===== config.mk =====
export PLATFORM = sky130hd
export DESIGN_NAME = fletcher32_byte_checksum_unit_flat
export DESIGN_NICKNAME = d
export VERILOG_FILES = /design/src/hw/rtl/f32b_pkg.sv /design/src/hw/rtl/f32b_ifs.sv /design/src/hw/rtl/f32b_accum.sv /design/src/hw/rtl/fletcher32_byte_checksum_unit.sv /design/src/flat_wrapper.sv
export SDC_FILE = /design/constraint.sdc
export NUM_CORES = 1
export LEC_CHECK = 0
export BUFFER_PORTS_ARGS = -buffer_cell sky130_fd_sc_hd__buf_4
export CORE_MARGIN = 2
export CORE_UTILIZATION = 60
export CTS_CLUSTER_DIAMETER = 50
export DETAILED_ROUTE_END_ITERATION = 16
export GPL_TIMING_DRIVEN = 0
export PLACE_DENSITY_LB_ADDON = 0.05
export SLEW_MARGIN = 10
export SYNTH_ARGS = -nofsm -noshare
export SYNTH_HDL_FRONTEND = slang
export SYNTH_HIERARCHICAL = 1
export SYNTH_SLANG_ARGS = --single-unit

===== constraint.sdc =====
create_clock -name clk -period 9.3 [get_ports clk]
set_input_delay 1.86 -clock clk [delete_from_list [all_inputs] [get_ports clk]]
set_output_delay 1.86 -clock clk [all_outputs]
set_load 0.01 [all_outputs]

===== src/hw/rtl/f32b_pkg.sv =====
// f32b_pkg: types, constants and fold helpers of the byte-wise fletcher-32 unit
// used by f32b_ifs, f32b_accum, fletcher32_byte_checksum_unit and the testbench; depends on nothing
`timescale 1ns / 1ps

package f32b_pkg;

  localparam int LOW_W  = 18;
  localparam int HIGH_W = 32;
  localparam int CNT_W  = 9;
  localparam int FOLD_W = 17;
  localparam int BYTE_W = 8;
  localparam int SUM_W  = 32;

  localparam logic [LOW_W-1:0]  LOW_INIT  = 18'h0ffff;
  localparam logic [HIGH_W-1:0] HIGH_INIT = 32'h0000ffff;

  // once-folded sums handed from the accumulator to the final fold stage
  typedef struct packed {
    logic [FOLD_W-1:0] low;
    logic [FOLD_W-1:0] high;
  } fold_pair_t;

  // end-around carry: low 16 bits plus the bits above them
  function automatic logic [FOLD_W-1:0] fold_low(input logic [LOW_W-1:0] v);
    return {1'b0, v[15:0]} + {15'b0, v[17:16]};
  endfunction

  function automatic logic [FOLD_W-1:0] fold_high(input logic [HIGH_W-1:0] v);
    return {1'b0, v[15:0]} + {1'b0, v[31:16]};
  endfunction

  function automatic logic [FOLD_W-1:0] fold_17(input logic [FOLD_W-1:0] v);
    return {1'b0, v[15:0]} + {16'b0, v[16]};
  endfunction

endpackage


===== src/hw/rtl/f32b_ifs.sv =====
// f32b_ifs: valid/ready channels of the byte-wise fletcher-32 unit
// byte channel and checksum channel; depend on f32b_pkg for widths
`timescale 1ns / 1ps

interface f32b_in_if;
  logic                         valid;
  logic                         ready;
  logic [f32b_pkg::BYTE_W-1:0]  data_byte;
  logic                         last_byte;

  modport source (output valid, output data_byte, output last_byte, input ready);
  modport sink   (input valid, input data_byte, input last_byte, output ready);
endinterface

interface f32b_out_if;
  logic                        valid;
  logic                        ready;
  logic [f32b_pkg::SUM_W-1:0]  checksum;

  modport source (output valid, output checksum, input ready);
  modport sink   (input valid, input checksum, output ready);
endinterface


===== src/hw/rtl/f32b_accum.sv =====
// f32b_accum: running sums, chunk counter and chunk fold of the fletcher-32 unit
// depends on f32b_pkg
`timescale 1ns / 1ps

module f32b_accum #(
  parameter int CHUNK_LEN = 360
) (
  input  logic                          clk,
  input  logic                          rst_n,
  input  logic                          step,
  input  logic [f32b_pkg::BYTE_W-1:0]   data_byte,
  input  logic                          last_byte,
  output f32b_pkg::fold_pair_t          folded
);

  localparam logic [f32b_pkg::CNT_W-1:0] CHUNK_CNT = f32b_pkg::CNT_W'(CHUNK_LEN);

  logic [f32b_pkg::LOW_W-1:0]  low_r,  low_nxt,  low_add;
  logic [f32b_pkg::HIGH_W-1:0] high_r, high_nxt, high_add;
  logic [f32b_pkg::CNT_W-1:0]  cnt_r,  cnt_nxt,  cnt_inc;
  logic                        fold_now;

  always_comb begin
    low_add  = low_r + {{(f32b_pkg::LOW_W-f32b_pkg::BYTE_W){1'b0}}, data_byte};
    high_add = high_r + {{(f32b_pkg::HIGH_W-f32b_pkg::LOW_W){1'b0}}, low_add};
    cnt_inc  = cnt_r + 1'b1;
    fold_now = last_byte || (cnt_inc >= CHUNK_CNT);

    folded.low  = f32b_pkg::fold_low(low_add);
    folded.high = f32b_pkg::fold_high(high_add);

    low_nxt  = low_r;
    high_nxt = high_r;
    cnt_nxt  = cnt_r;
    if (step) begin
      if (last_byte) begin
        // message done: sums start over
        low_nxt  = f32b_pkg::LOW_INIT;
        high_nxt = f32b_pkg::HIGH_INIT;
        cnt_nxt  = '0;
      end else if (fold_now) begin
        low_nxt  = {1'b0, folded.low};
        high_nxt = {{(f32b_pkg::HIGH_W-f32b_pkg::FOLD_W){1'b0}}, folded.high};
        cnt_nxt  = '0;
      end else begin
        low_nxt  = low_add;
        high_nxt = high_add;
        cnt_nxt  = cnt_inc;
      end
    end
  end

  always_ff @(posedge clk) begin
    if (!rst_n) begin
      low_r  <= f32b_pkg::LOW_INIT;
      high_r <= f32b_pkg::HIGH_INIT;
      cnt_r  <= '0;
    end else begin
      low_r  <= low_nxt;
      high_r <= high_nxt;
      cnt_r  <= cnt_nxt;
    end
  end

endmodule


===== src/hw/rtl/fletcher32_byte_checksum_unit.sv =====
// fletcher32_byte_checksum_unit: byte-wise fletcher-32 with 0xffff start values
// a last byte passes the input register and the fold stage before its checksum is registered
// throughput: one byte per cycle, one checksum per cycle while out_ch.ready stays high,
//   set by the combinational sum update (byte add, sum2 add, chunk fold) in f32b_accum
// reset (rst_n, synchronous, active low): sums back to 0xffff, chunk count and all valids clear
// depends on f32b_pkg, f32b_ifs and f32b_accum
`timescale 1ns / 1ps

module fletcher32_byte_checksum_unit #(
  parameter int CHUNK_LEN = 360
) (
  input  logic              clk,
  input  logic              rst_n,
  f32b_in_if.sink           in_ch,
  f32b_out_if.source        out_ch
);

  // input register stage
  logic                        a_valid_r, a_valid_nxt;
  logic [f32b_pkg::BYTE_W-1:0] a_byte_r;
  logic                        a_last_r;

  // once-folded sums of a finished message
  logic                        b_valid_r, b_valid_nxt;
  f32b_pkg::fold_pair_t        b_sums_r;

  // result register
  logic                        o_valid_r, o_valid_nxt;
  logic [f32b_pkg::SUM_W-1:0]  o_sum_r;

  f32b_pkg::fold_pair_t        folded;
  logic [f32b_pkg::FOLD_W-1:0] s1, s2;
  logic                        o_free, b_adv, b_free, a_adv, a_free, in_fire;

  // handshake: each stage may take a new item when it is empty or its item moves on
  always_comb begin
    o_free  = !o_valid_r || out_ch.ready;
    b_adv   = b_valid_r && o_free;
    b_free  = !b_valid_r || o_free;
    // a plain byte only touches the sums; a last byte needs room in the fold stage
    a_adv   = a_valid_r && (!a_last_r || b_free);
    a_free  = !a_valid_r || a_adv;
    in_fire = in_ch.valid && a_free;

    a_valid_nxt = in_fire ? 1'b1 : (a_adv ? 1'b0 : a_valid_r);
    b_valid_nxt = (a_adv && a_last_r) ? 1'b1 : (b_adv ? 1'b0 : b_valid_r);
    o_valid_nxt = b_adv ? 1'b1 : (out_ch.ready ? 1'b0 : o_valid_r);
  end

  assign in_ch.ready     = a_free;
  assign out_ch.valid    = o_valid_r;
  assign out_ch.checksum = o_sum_r;

  // running sums, chunk fold every CHUNK_LEN bytes and at the message end
  f32b_accum #(
    .CHUNK_LEN (CHUNK_LEN)
  ) u_accum (
    .clk       (clk),
    .rst_n     (rst_n),
    .step      (a_adv),
    .data_byte (a_byte_r),
    .last_byte (a_last_r),
    .folded    (folded)
  );

  // second fold and packing; bit 16 of a folded sum1 lands on bit 16 as in the model
  always_comb begin
    s1 = f32b_pkg::fold_17(b_sums_r.low);
    s2 = f32b_pkg::fold_17(b_sums_r.high);
  end

  // control registers
  always_ff @(posedge clk) begin
    if (!rst_n) begin
      a_valid_r <= 1'b0;
      b_valid_r <= 1'b0;
      o_valid_r <= 1'b0;
    end else begin
      a_valid_r <= a_valid_nxt;
      b_valid_r <= b_valid_nxt;
      o_valid_r <= o_valid_nxt;
    end
  end

  // payload registers
  always_ff @(posedge clk) begin
    if (in_fire) begin
      a_byte_r <= in_ch.data_byte;
      a_last_r <= in_ch.last_byte;
    end
    if (a_adv && a_last_r) begin
      b_sums_r <= folded;
    end
    if (b_adv) begin
      o_sum_r <= {s2[15:0], 16'h0000} | {15'b0, s1};
    end
  end

  // a last byte waiting on a full fold stage and a stalled result blocks the input
  a_last_blocks: assert property (@(posedge clk) disable iff (!rst_n)
    (a_valid_r && a_last_r && b_valid_r && o_valid_r && !out_ch.ready) |-> !in_ch.ready)
    else $error("input taken while a finished message could not move on");

  // the fold stage fills only from a last byte leaving the input register
  b_fill_origin: assert property (@(posedge clk) disable iff (!rst_n)
    $rose(b_valid_r) |-> $past(a_adv && a_last_r))
    else $error("fold stage loaded without a message end");

  // a taken result with nothing behind it leaves the output empty
  o_drain: assert property (@(posedge clk) disable iff (!rst_n)
    (o_valid_r && out_ch.ready && !b_valid_r) |=> !o_valid_r)
    else $error("checksum repeated after it was taken");

endmodule


===== src/flat_wrapper.sv =====
// flat-port wrapper written by rule: the top's interface ports become plain ports
module fletcher32_byte_checksum_unit_flat 
#(
  parameter int CHUNK_LEN = 360
)
  (clk, rst_n, in_ch_valid, in_ch_data_byte, in_ch_last_byte, in_ch_ready, out_ch_valid, out_ch_checksum, out_ch_ready);
  f32b_in_if in_ch_i ();
  f32b_out_if out_ch_i ();
  input  logic clk;
  input  logic rst_n;
  input wire logic [$bits(in_ch_i.valid)-1:0] in_ch_valid;
  input wire logic [$bits(in_ch_i.data_byte)-1:0] in_ch_data_byte;
  input wire logic [$bits(in_ch_i.last_byte)-1:0] in_ch_last_byte;
  output wire logic [$bits(in_ch_i.ready)-1:0] in_ch_ready;
  output wire logic [$bits(out_ch_i.valid)-1:0] out_ch_valid;
  output wire logic [$bits(out_ch_i.checksum)-1:0] out_ch_checksum;
  input wire logic [$bits(out_ch_i.ready)-1:0] out_ch_ready;
  assign in_ch_i.valid = in_ch_valid;
  assign in_ch_i.data_byte = in_ch_data_byte;
  assign in_ch_i.last_byte = in_ch_last_byte;
  assign in_ch_ready = in_ch_i.ready;
  assign out_ch_valid = out_ch_i.valid;
  assign out_ch_checksum = out_ch_i.checksum;
  assign out_ch_i.ready = out_ch_ready;
  fletcher32_byte_checksum_unit #(.CHUNK_LEN(CHUNK_LEN)) u_core (.clk(clk), .rst_n(rst_n), .in_ch(in_ch_i), .out_ch(out_ch_i));
endmodule

# Word level (Yosys, flattened, before mapping)
# Cells that the tools add are included.
dict set report word_totals {
  out_inout_bits 34
  register_bits 137
}
dict set report classes {
  muxes 12
  addsub 7
  reduce_logical 16
  bitwise 1
  magnitude_cmp 1
}
# operator n
set op_table {}
lappend op_table {{two-way mux 32 bit} 2}
lappend op_table {{two-way mux 18 bit} 2}
lappend op_table {{adder 32 x 18 -> 32 bit} 1}
lappend op_table {{bitwise OR 32 x 17 -> 32 bit} 1}
lappend op_table {{adder 18 x 8 -> 18 bit} 1}
lappend op_table {{two-way mux 9 bit} 2}
lappend op_table {{adder 16 x 1 -> 17 bit} 1}
lappend op_table {{adder 16 x 16 -> 17 bit} 1}
lappend op_table {{adder 16 x 2 -> 17 bit} 1}
lappend op_table {{adder 16 x 1 -> 16 bit} 1}
lappend op_table {{adder 9 x 1 -> 9 bit (second input constant)} 1}
lappend op_table {{>= comparator 9 bit (second input constant)} 1}
lappend op_table {{two-way mux 1 bit} 6}
lappend op_table {{nonzero test 2 bit} 3}
lappend op_table {{logical OR 1 bit} 5}
lappend op_table {{logical AND 1 bit} 4}
lappend op_table {{logical NOT 1 bit} 4}

# Longest topological paths before layout
# Gate-level depths: netlist (run 1).
dict set report logic_depth {
  ltp_word 8
  ltp_mapped 24
  depth_no_buf 23
}

# Modules after synthesis
# Netlist (run 1), hierarchy kept.
# module cells_each area_each_um2 seq_area_each_um2 instances
set by_module_without_submodules {}
lappend by_module_without_submodules {f32b_accum 799 6102.1 1181.1 1}
lappend by_module_without_submodules {fletcher32_byte_checksum_unit 168 2949.1 2312.2 1}

# Least setup slack after synthesis (run 1)
# No wires, ideal clock.
dict set report synth_path {
  path_type {reg-to-reg}
  from {register u_core/a_byte_r[0] in the netlist's numbering}
  to {register u_core/b_sums_r[13] in the netlist's numbering (data pin)}
  arrival_ns 5.834
  t_required_ns 9.035
  setup_time_ns 0.265
  path_slack_ns 3.200
  stages_incl_launch_ff 22
  synth_period_minus_slack_ns 6.100
  n_path_buf 1
  cell_sequence {edfxtp_1 > ha_1 > fa_1 > a21o_1 > a221oi_1 > nor3_1 > or2_2 > clkbuf_1 > ha_1 > nand2_1 > or4_1 > a21oi_2 > o211ai_1 > a21oi_1 > xor2_1 > ha_1 > o21ai_0 > o21ai_0 > a2111oi_0 > o31ai_1 > and4_1 > or3_1}
}
# element line
set synth_rtl {}
lappend synth_rtl {{start, declared} fletcher32_byte_checksum_unit.sv:20} ;# logic [f32b_pkg::BYTE_W-1:0] a_byte_r;
lappend synth_rtl {{start signal, assigned} fletcher32_byte_checksum_unit.sv:88} ;# a_byte_r <= in_ch.data_byte;
lappend synth_rtl {{end signal, assigned} fletcher32_byte_checksum_unit.sv:92} ;# b_sums_r <= folded;
lappend synth_rtl {{end, declared} fletcher32_byte_checksum_unit.sv:25} ;# f32b_pkg::fold_pair_t b_sums_r;

==> metrics.md, run 1 <==
| Metric | Value |
|---|---|
| Status | `complete, no violations` |
| TritonRoute pass-1 iters | `5` |
| CTS clk-pin slew, worst paths | `0.06 ns` |
| Grt total ovfl | `0` |
| Asr flop ratio synth | `0` |
| RSZ-0062 raised after global routing | `false` |
| Vias/cell | `about 6.4` |
| Global-route wire length before repair | `36460 um` |
| Final instance area | `10280 um^2` |
| MaxCap Viol Count | `0` |
| Yosys cell types | `90` |
| Post-synth EDFFs | `75` |
| Minimum clock period | `7.724 ns` |
| Initial antenna violation count | `0` |
| Clk_skew | `0.009225 ns` |
| Total GRT Usage | `0.2862` |
| Area grow syn2layout | `13.59%` |
| Worst IR Drop VDD | `0.1406 mV` |
| Syn Inst Count | `967` |
| Max Used Layer | `met4` |
| Setup slack after layout | `1.576 ns` |
| Int Power | `1675 uW` |
| IO Port Bufs | `between 40 and 50` |
| Ys flop type | `edfxtp_1` |
| Met3 WL | `1440 um` |
| CP Launch Type | `flip-flop` |
| Synthesized flop and latch total | `~140` |
| CTS tree | `done` |
| Post_cts resized | `0` |
| Kind of critical path | `reg2reg` |
| CTS buffer count | `17` |
| Worst-Skew Late Latency | `0.42 ns` |
| Die extent in x | `about 130 um` |
| Met2 WL | `around 11000 um` |
| Diode count | `0` |
| Antenna-violating nets left | `0` |
| Hpwl dp | `16750 um` |
| GPL Wtd Cong | `0.9531` |
| Syn Nets | `slightly above 1000` |
| Period utilisation layout | `0.8306` |
| Fin. Hold Viols | `0` |
| Share of cells above drive strength 1 | `0.1214` |
| Avg Inst Size Synth | `approximately 9.4 um^2` |
| Pwr Density | `266.7 nW/um^2` |
| Post-Syn Area | `9051 um^2` |
| Clock Path Buffers | `2` |
| Die Height | `about 130 um` |
| CP required | `9.46 ns` |
| Clk root buf | `clkbuf_16` |
| Postcts setup bufs | `0` |
| Clock Power Share | `0.260` |
| Largest net degree at the start of global routing | `35` |
| Lkg Pwr | `0.003936 uW` |
| Post-layout util | `0.7021` |
| Crit path launch | `u_core/a_byte_r[0]` |
| Reg-to-reg startpoint | `u_core/a_byte_r[0]` |
| Fmax | `0.1295 GHz` |
| Vias | `around 7800` |
| Final nets | `1100` |
| Setup_tns | `0 ns` |
| Setup crit end kind | `flip-flop` |
| Seq/Total Area, Yosys | `0.3860` |
| Initial core utilization | `0.6181` |
| Reg power frac | `0.283` |
| Slew Viols, Final | `0` |
| Max_slew headroom | `0.3411` |
| Initial DRC Count | `544` |
| Synthesis Warnings | `6` |
| Least-Margin Pin Slew | `between 0.9 and 1 ns` |
| Fillers | `1165` |
| Worst Path Max Fanout | `10` |
| WL/cell | `18.41 um` |
| P_sw | `1068 uW` |
| M1 wire length | `10190 um` |
| Drt drc | `0` |
| Vias in the first global route | `7153` |
| Die area | `approximately 16000 um^2` |
| Core Area | `14640 um^2` |
| Clock H-tree levels | `4` |
| DRT Wirelength | `22650 um` |
| # IOs | `47` |
| Logic pwr share | `0.456` |
| Placed instance area | `approximately 9700 um^2` |
| # hold bufs at CTS | `0` |
| Post-Place Setup Slack | `1.889 ns` |
| Hold Crit Start | `u_core/u_accum/high_r[17]` |
| Net Sw Frac | `0.3893` |
| # rows | `44` |
| Setup Viol. Count Final | `0` |
| Sink Count | `about 140` |
| Hold Crit Class | `reg2reg` |
| Worst Path Arrival | `7.89 ns` |
| Most frequent cells in the layout | `75 x nor2_1, 75 x edfxtp_1, 67 x nand2_1` |
registers in the layout, summed over array words and instances, names as in the netlist:
register                cells
u_core/u_accum/high_r      32
u_core/b_sums_r            34
u_core/a_valid_r            1
u_core/b_valid_r            1
u_core/u_accum/low_r       18
u_core/a_last_r             1
u_core/out_ch.valid         1
u_core/u_accum/cnt_r        9
u_core/a_byte_r             8
u_core/out_ch.checksum     32
routing by layer:
layer | GRT usage | up-vias
met4 | 0.08727 | 0
met2 | 0.4665 | 301
met3 | 0.04429 | 36
met1 | 0.3956 | 3726
li1 | - | 3773
met5 | 0 | -
worst paths after layout:
check,to,slack [ns],depth (start not counted)
worst max-delay path,u_core/b_sums_r[13],1.58,22
worst min-delay path,u_core/u_accum/high_r[17],0.47,2
worst min register to register,u_core/u_accum/high_r[17],0.47,2
worst max register to register,u_core/b_sums_r[13],1.58,22
power by group through the flow:
stage	registers [uW]	logic, uW	clock network (uW)
global route	783	1390	748
floorplan	780	934	0
finish	777	1250	714
CTS	777	1230	722
detailed placement	789	1220	0
global placement	787	1210	0
cell families (layout without fill, tap and decap cells):
kind of cell,Yosys count,in the layout,share of synthesized area
AO/OA/AOI/OAI,259,259,0.1998
multiplexers,12,12,0.01452
buffers and inverters,79,158,0.03926
flip-flops,137,137,0.3860
XOR/XNOR,94,94,0.09096
AND/OR/NAND/NOR,332,332,0.1916
adder cells (fa/ha/maj),54,54,0.07797
worst max-delay path: stages (launching register included):
cell and delay (ns):
edfxtp_1 0.41, ha_1 0.30, fa_1 0.43, a21o_1 0.25
a311o_1 0.39, and3_2 0.23, or2_2 0.27, clkbuf_1 0.22
ha_1 0.43, and3_1 0.17, nand4_1 0.10, a211oi_1 0.44
o31ai_1 0.22, a21boi_1 0.50, clkbuf_1 0.45, xnor2_1 0.18
ha_1 0.30, o21ai_0 0.27, o21ai_0 0.16, a2111oi_0 0.78
o31ai_1 0.33, and4_1 0.30, or3_1 0.33
through the flow:
stage	cells	hold slack, ns	power, uW
after global routing	1230	0.4946	2917
final	1230	0.4685	2742
after floorplan	967	0.4318	1714
after global placement	1197	0.4477	1994
after CTS	1230	0.4662	2726
after detailed placement	1198	0.4533	2005
cells in the mapped netlist, drive strengths merged (7+ instances only):
library cell,number,share of area
nand4,9,0.0069
buf,9,0.0069
o22ai,16,0.011
a31oi,13,0.0090
edfxtp,75,0.25
or2,7,0.0048
nor2b,8,0.0055
nand2,68,0.028
and3,25,0.019
a211oi,18,0.017
a21oi,58,0.032
a21o,20,0.017
a2bb2oi,11,0.011
nor2,76,0.032
o21ai,34,0.019
mux2,9,0.011
inv,33,0.014
nand3,51,0.030
dfxtp,62,0.14
o211ai,13,0.011
o31ai,11,0.0091
o21a,7,0.0058
nor3,27,0.015
xor2,40,0.039
xnor2,54,0.052
nor4,14,0.011
or3,7,0.0048
clkbuf,35,0.017
and2,16,0.011
ha,50,0.069
area by class of cell:
class / instances / area [um^2] / share of cell area
timing repair buffer: 47 / 365.4 / 0.03554
clock buffer: 19 / 442.9 / 0.04308
clock inverter: 13 / 176.4 / 0.01716
multi-input combinational: 751 / 5218 / 0.5075
buffer: 45 / 226.5 / 0.02203
sequential: 137 / 3493 / 0.3398
inverter: 34 / 128.9 / 0.01254
tap: 184 / 230.2 / 0.02239
(Power assumes the default switching activity.)
==> inputs of run 2 (changes only) <==
Clock period 9.3 ns to 7.65 ns, I/O delays scaled along.
==> metrics.md, run 2 (synthesis results as in run 1) <==
| Metric | Value |
|---|---|
| Status | `complete, no violations` |
| Vias/cell | `6.359 (-0.19%)` |
| Vias in the first global route | `7153 (unchanged)` |
| Max_slew headroom | `0.3393 (-0.001898)` |
| CTS buffer count | `17 (unchanged)` |
| Fin. Hold Viols | `0 (unchanged)` |
| Clock Path Buffers | `2 (unchanged)` |
| Share of cells above drive strength 1 | `0.1272 (+0.005736)` |
| Fmax | `0.1398 GHz (+8.0%)` |
| Postcts setup bufs | `0 (unchanged)` |
| Total GRT Usage | `0.2862 (unchanged)` |
| Area of the multi-input gates | `5241 um^2 (+0.46%)` |
| Post-Place Setup Slack | `0.2385 ns (-1.650 ns)` |
| Sink Count | `137 (unchanged)` |
| Final nets | `1100 (unchanged)` |
| Initial DRC Count | `538 (-1.1%)` |
| IO Port Bufs | `46 (unchanged)` |
| Critical path, cell by cell | `ha_1 -> fa_1 -> a21o_1 -> a311o_1 -> and3_2 -> or2_2 -> clkbuf_1 -> ha_1 -> and3_1 -> nand4_1 -> a211oi_1 -> o31ai_1 -> a21boi_2 -> clkbuf_2 -> nand2_1 -> xnor2_1 -> ha_1 -> or4_1 -> o211ai_1 -> a21oi_1 -> o21ai_0 -> o21ai_0 -> a211oi_1 -> o31ai_1` |
| Slew Viols, Final | `0 (unchanged)` |
| CP required | `7.95 ns (-1.51 ns)` |
| Area grow syn2layout | `13.86%` |
| Initial antenna violation count | `0 (unchanged)` |
| Crit path max-delay family | `compound AO/OA/AOI/OAI gates` |
| Grt total ovfl | `0 (unchanged)` |
| Die extent in x | `126.8 um (unchanged)` |
| Most frequent cells in the layout | `75 x edfxtp_1, 74 x nor2_1, 67 x nand2_1` |
| # hold bufs at CTS | `0 (unchanged)` |
| Minimum clock period | `7.153 ns (-0.5717 ns)` |
| Kind of critical path | `reg2reg` |
| Global-route wire length before repair | `36460 um (unchanged)` |
| # IOs | `47 (unchanged)` |
| # rows | `44 (unchanged)` |
| Lkg Pwr | `0.003947 uW (+0.27%)` |
| Setup_tns | `0 ns (unchanged)` |
| RSZ-0062 raised after global routing | `false` |
| CTS tree | `done` |
| Worst Path Arrival | `7.45 ns (-0.44 ns)` |
| WP buf/inv | `2 (unchanged)` |
| DRT Wirelength | `22650 um (about the same)` |
| Pwr Density | `324.2 nW/um^2 (+22%)` |
| Core Area | `14640 um^2 (unchanged)` |
| Worst IR Drop VDD | `0.1704 mV (+21%)` |
| Die area | `16080 um^2 (unchanged)` |
| GPL Wtd Cong | `0.9531 (unchanged)` |
| Register bank with the most flops | `u_core/b_sums_r` |
| Hold Crit Class | `reg2reg` |
| Antenna-violating nets left | `0 (unchanged)` |
| Commonest non-fill, non-tap cell in the layout | `edfxtp_1` |
| Period utilisation layout | `0.9350 (+0.1044)` |
| Crit path largest cell delay | `0.47 ns (-0.31 ns)` |
| Max FFs per register | `34 (unchanged)` |
| Vias | `7821 (-0.19%)` |
| Setup crit end kind | `flip-flop` |
| Clk root buf | `clkbuf_16` |
| Fillers | `1157 (-0.69%)` |
| CP Launch Type | `flip-flop` |
| Most frequent CP cell | `ha_1` |
| Largest net degree at the start of global routing | `35 (unchanged)` |
| Initial core utilization | `0.6181 (unchanged)` |
| Clock H-tree levels | `4 (unchanged)` |
| Worst Path Max Fanout | `10 (unchanged)` |
| TritonRoute pass-1 iters | `5 (unchanged)` |
| Worst-Skew Late Latency | `0.42 ns (about the same)` |
| Clk_skew | `0.009238 ns (+0.00001263 ns)` |
| Hpwl dp | `16750 um (unchanged)` |
| CTS clk-pin slew, worst paths | `0.06 ns (about the same)` |
| Setup Viol. Count Final | `0 (unchanged)` |
| CP max-delay cell | `or4_1` |
| Die Height | `126.8 um (unchanged)` |
| WL/cell | `18.41 um (about the same)` |
| Setup slack after layout | `0.4972 ns (-1.078 ns)` |
| Least-Margin Pin Slew | `0.9865 ns (+0.002833 ns)` |
| MaxCap Viol Count | `0 (unchanged)` |
| Diode count | `0 (unchanged)` |
| Register area | `3493 um^2 (unchanged)` |
| Drt drc | `0 (unchanged)` |
[run 2: cell count changes in the layout (fill, tap and decap cells not counted)]
cell | before | now
nor2_1 | 75 | 74
a221oi_2 | 1 | 2
clkbuf_2 | 0 | 1
o31ai_1 | 11 | 10
a221oi_1 | 2 | 1
clkbuf_1 | 34 | 33
a2111oi_2 | 1 | 2
o31ai_2 | 0 | 1
a2111oi_0 | 3 | 2
a21boi_2 | 0 | 1
a21boi_1 | 1 | 0
nor2_2 | 0 | 1
[run 2: worst paths after layout]
kind	endpoint	startpoint	slack, ns	cells past startpoint
hold / removal	u_core/u_accum/high_r[17]	u_core/u_accum/high_r[17]	0.47	2
hold reg to reg	u_core/u_accum/high_r[17]	u_core/u_accum/high_r[17]	0.47	2
setup / recovery	u_core/u_accum/high_r[16]	u_core/a_byte_r[0]	0.50	24
setup reg to reg	u_core/u_accum/high_r[16]	u_core/a_byte_r[0]	0.50	24
[run 2: cell type report]
type,count,share of cell area
buffer,45,0.02210
clock buffer,19,0.04298
clock inverter,13,0.01712
inverter,34,0.01250
multi-input combinational,751,0.5086
sequential,137,0.3390
tap,184,0.02234
timing repair buffer,47,0.03545
[run 2: worst reg2reg max path, cell delays in order (launching register included)]
cell and delay (ns):
edfxtp_1 0.41, ha_1 0.30, fa_1 0.43, a21o_1 0.26, a311o_1 0.39, and3_2 0.23, or2_2 0.27, clkbuf_1 0.22
ha_1 0.43, and3_1 0.17, nand4_1 0.10, a211oi_1 0.42, o31ai_1 0.23, a21boi_2 0.36, clkbuf_2 0.32, nand2_1 0.10
xnor2_1 0.29, ha_1 0.34, or4_1 0.47, o211ai_1 0.11, a21oi_1 0.11, o21ai_0 0.40, o21ai_0 0.23, a211oi_1 0.33
o31ai_1 0.10
[run 2: routing by layer]
layer / routed length [um] / up-vias / part of all wire / track usage
li1: - / 3777 / - / -
met1: 10130 / 3699 / 0.45 / 0.3956
met2: 10650 / 312 / 0.47 / 0.4665
met3: 1529 / 33 / 0.068 / 0.04429
met4: 340 / 0 / 0.015 / 0.08727
met5: 0 / - / 0 / 0
[run 2: power breakdown]
group	internal (uW)	total (uW)	leakage (uW)	switching (uW)
Clock	552	868	0.000302	316
Combinational	588	1530	0.00245	941
Sequential	897	945	0.00119	48.4
Total	2040	3340	0.00395	1300
[run 2: repair_timing]
item	CTS	global route
endpoints found under the setup margin	0	10
endpoints found under the hold margin	0	0
gates resized for setup	0	8
[run 2: per-stage QoR]
stage	cells	instance area (um^2)	hold WS [ns]	total power, uW	utilization
floorplan	967	9051	0.4318	2084	-
global placement	1197	9627	0.4477	2424	0.6574
detailed placement	1198	9662	0.4533	2437	0.6598
CTS	1230	10280	0.4662	3314	0.7021
global route	1230	10310	0.4946	3553	0.7038
finish	1230	10310	0.4673	3341	0.7038
==> inputs of run 3 (changes only) <==
Settings changed: CORE_MARGIN 2 to 4, GPL_ROUTABILITY_DRIVEN set to 0, TNS_END_PERCENT set to 100.
==> metrics.md, run 3 (synthesis results as in run 1) <==
| Metric | Value |
|---|---|
| # rows | `44 (unchanged)` |
| CTS tree | `done` |
| Initial antenna violation count | `0 (unchanged)` |
| Global-route wire length before repair | `36150 um (-0.85%)` |
| Most frequent cells in the layout | `75 x nor2_1, 75 x edfxtp_1, 67 x nand2_1` |
| Minimum clock period | `7.361 ns (+0.2080 ns)` |
| Worst Path Arrival | `7.52 ns (+0.07 ns)` |
| Status | `complete, no violations` |
| Register bank with the most flops | `u_core/b_sums_r` |
| Crit path largest cell delay | `0.64 ns (+0.17 ns)` |
| Period utilisation layout | `0.9622 (+0.02719)` |
| WL/cell | `18.22 um (-1.0%)` |
| Setup_tns | `0 ns (unchanged)` |
| CP required | `7.81 ns (-0.14 ns)` |
| Hold Crit Class | `reg2reg` |
| CTS clk-pin slew, worst paths | `0.06 ns (about the same)` |
| Post-Place Setup Slack | `0.3081 ns (+0.06963 ns)` |
| Antenna-violating nets left | `0 (unchanged)` |
| Largest net degree at the start of global routing | `35 (unchanged)` |
| Pwr Density | `328.7 nW/um^2 (+1.4%)` |
| Hpwl dp | `16600 um (-0.84%)` |
| Fin. Hold Viols | `0 (unchanged)` |
| Worst Reg-to-Reg Cells | `21 (-13%)` |
| Post-layout util | `0.7068 (+0.002991)` |
| Lkg Pwr | `0.003967 uW (+0.50%)` |
| # IOs | `47 (unchanged)` |
| Clock H-tree levels | `4 (unchanged)` |
| Clock Path Buffers | `2 (unchanged)` |
| Total GRT Usage | `0.2702 (-0.01597)` |
| Initial core utilization | `0.6181 (unchanged)` |
| Diode count | `0 (unchanged)` |
| Worst IR Drop VDD | `0.2000 mV (+17%)` |
| Vias | `7767 (-0.69%)` |
| MaxCap Viol Count | `0 (unchanged)` |
| Sink Count | `137 (unchanged)` |
| Most frequent CP cell | `ha_1` |
| Share of cells above drive strength 1 | `0.1262 (-0.0009560)` |
| Die area | `17110 um^2 (+6.4%)` |
| RSZ-0062 raised after global routing | `false` |
| Reg-to-reg startpoint | `u_core/a_byte_r[0]` |
| TritonRoute pass-1 iters | `6 (+1)` |
| CP max-delay cell | `a2111oi_1` |
| CP Depth | `21 (-13%)` |
| Max_slew headroom | `0.3465 (+0.007240)` |
| Clk_skew | `0.009304 ns (+0.00006609 ns)` |
| Die extent in x | `130.8 um (+3.2%)` |
| Worst Path Max Fanout | `9 (-1)` |
| Critical Path Sink | `u_core/b_sums_r[13]` |
| Area grow syn2layout | `14.35%` |
| DRT Wirelength | `22410 um (-1.0%)` |
| Reg-to-reg slack, setup | `0.29 ns (-0.21 ns)` |
| Setup Viol. Count Final | `0 (unchanged)` |
| Kind of critical path | `reg2reg` |
| Slew Viols, Final | `0 (unchanged)` |
| Vias in the first global route | `7054 (-1.4%)` |
| IO Port Bufs | `46 (unchanged)` |
| # hold bufs at CTS | `0 (unchanged)` |
| RR Endpoint | `u_core/b_sums_r[13]` |
| Worst-Skew Late Latency | `0.42 ns (about the same)` |
| Fmax | `0.1359 GHz (-2.8%)` |
| Critical path, cell by cell | `ha_1 -> fa_1 -> a21o_1 -> a21oi_1 -> xor2_1 -> inv_1 -> ha_1 -> nand3_1 -> o2111a_1 -> or4_1 -> a21oi_2 -> o211ai_1 -> a21oi_1 -> xor2_1 -> ha_1 -> o21ai_0 -> o21ai_0 -> a2111oi_1 -> o31ai_1 -> and4_1 -> or3_1` |
| Core Area | `14640 um^2 (unchanged)` |
| Drt drc | `0 (unchanged)` |
| Grt total ovfl | `0 (unchanged)` |
| CTS buffer count | `17 (unchanged)` |
| Setup slack after layout | `0.2893 ns (-0.2080 ns)` |
| Setup crit end kind | `flip-flop` |
| Crit path launch | `u_core/a_byte_r[0]` |
| Max FFs per register | `34 (unchanged)` |
| Vias/cell | `6.315 (-0.69%)` |
| WP buf/inv | `1 (-1)` |
| Die Height | `130.8 um (+3.2%)` |
| CP Launch Type | `flip-flop` |
| Clk root buf | `clkbuf_16` |
| Crit path max-delay family | `compound AO/OA/AOI/OAI gates` |
| Final nets | `1100 (unchanged)` |
| Least-Margin Pin Slew | `0.9757 ns (-0.01081 ns)` |
| Initial DRC Count | `711 (+32%)` |
-- run 3: area by class of cell --
cell class              count  area [um^2]
repair buffers             47        365.4
inverters                  34        128.9
plain buffers              45        227.7
clock buffers              23        510.5
fillers                  1148         4294
flip-flops and latches    137         3493
well taps                 184        230.2
multi-input cells         751         5236
clock inverters             9        157.7
-- run 3: worst min path at each step --
stage / from / to / slack, ns / depth (start not counted)
finish: u_core/u_accum/high_r[16] / u_core/u_accum/high_r[16] / 0.47 / 2
global placement: u_core/u_accum/high_r[17] / u_core/u_accum/high_r[17] / 0.45 / 2
detailed placement: u_core/u_accum/high_r[16] / u_core/u_accum/high_r[16] / 0.45 / 2
global route: u_core/u_accum/high_r[17] / u_core/u_accum/high_r[17] / 0.49 / 2
CTS: u_core/u_accum/high_r[17] / u_core/u_accum/high_r[17] / 0.48 / 2
floorplan: u_core/u_accum/high_r[16] / u_core/u_accum/high_r[16] / 0.43 / 2
-- run 3: metal layers --
layer / share of wire / vias to the layer above / wire length, um / global-route usage
met5: 0 / - / 0 / 0
met4: 0.019 / 0 / 430 / 0.08711
met3: 0.071 / 34 / 1582 / 0.04268
li1: - / 3751 / - / -
met1: 0.45 / 3662 / 10130 / 0.3776
met2: 0.46 / 320 / 10260 / 0.4317
-- run 3: worst reg2reg max path: stages, from the launching register on --
cell       delay (ns)
edfxtp_1         0.39
ha_1             0.28
fa_1             0.43
a21o_1           0.26
a21oi_1          0.20
xor2_1           0.38
inv_1            0.21
ha_1             0.43
nand3_1          0.13
o2111a_1         0.30
or4_1            0.58
a21oi_2          0.39
o211ai_1         0.38
a21oi_1          0.32
xor2_1           0.24
ha_1             0.31
o21ai_0          0.12
o21ai_0          0.16
a2111oi_1        0.64
o31ai_1          0.31
and4_1           0.29
or3_1            0.35
-- run 3: through the flow --
stage                     hold slack, ns  cells  area, um^2  total power (uW)
after floorplan                   0.4318    967        9051              2084
after global placement            0.4515   1197        9627              2423
after detailed placement          0.4514   1198        9662              2444
after CTS                         0.4759   1230       10330              3371
after global routing              0.4929   1230       10350              3595
final                             0.4750   1230       10350              3402
-- run 3: report_power, final --
part | leakage [uW] | switching, uW | internal [uW]
sequential | 0.00119 | 47.4 | 897
combinational | 0.00245 | 949 | 591
clock | 0.000320 | 314 | 603
-- run 3: repair_timing --
item	in CTS	in global routing
buffers inserted	0	0
gates resized for setup	0	6
setup endpoints to repair	0	11
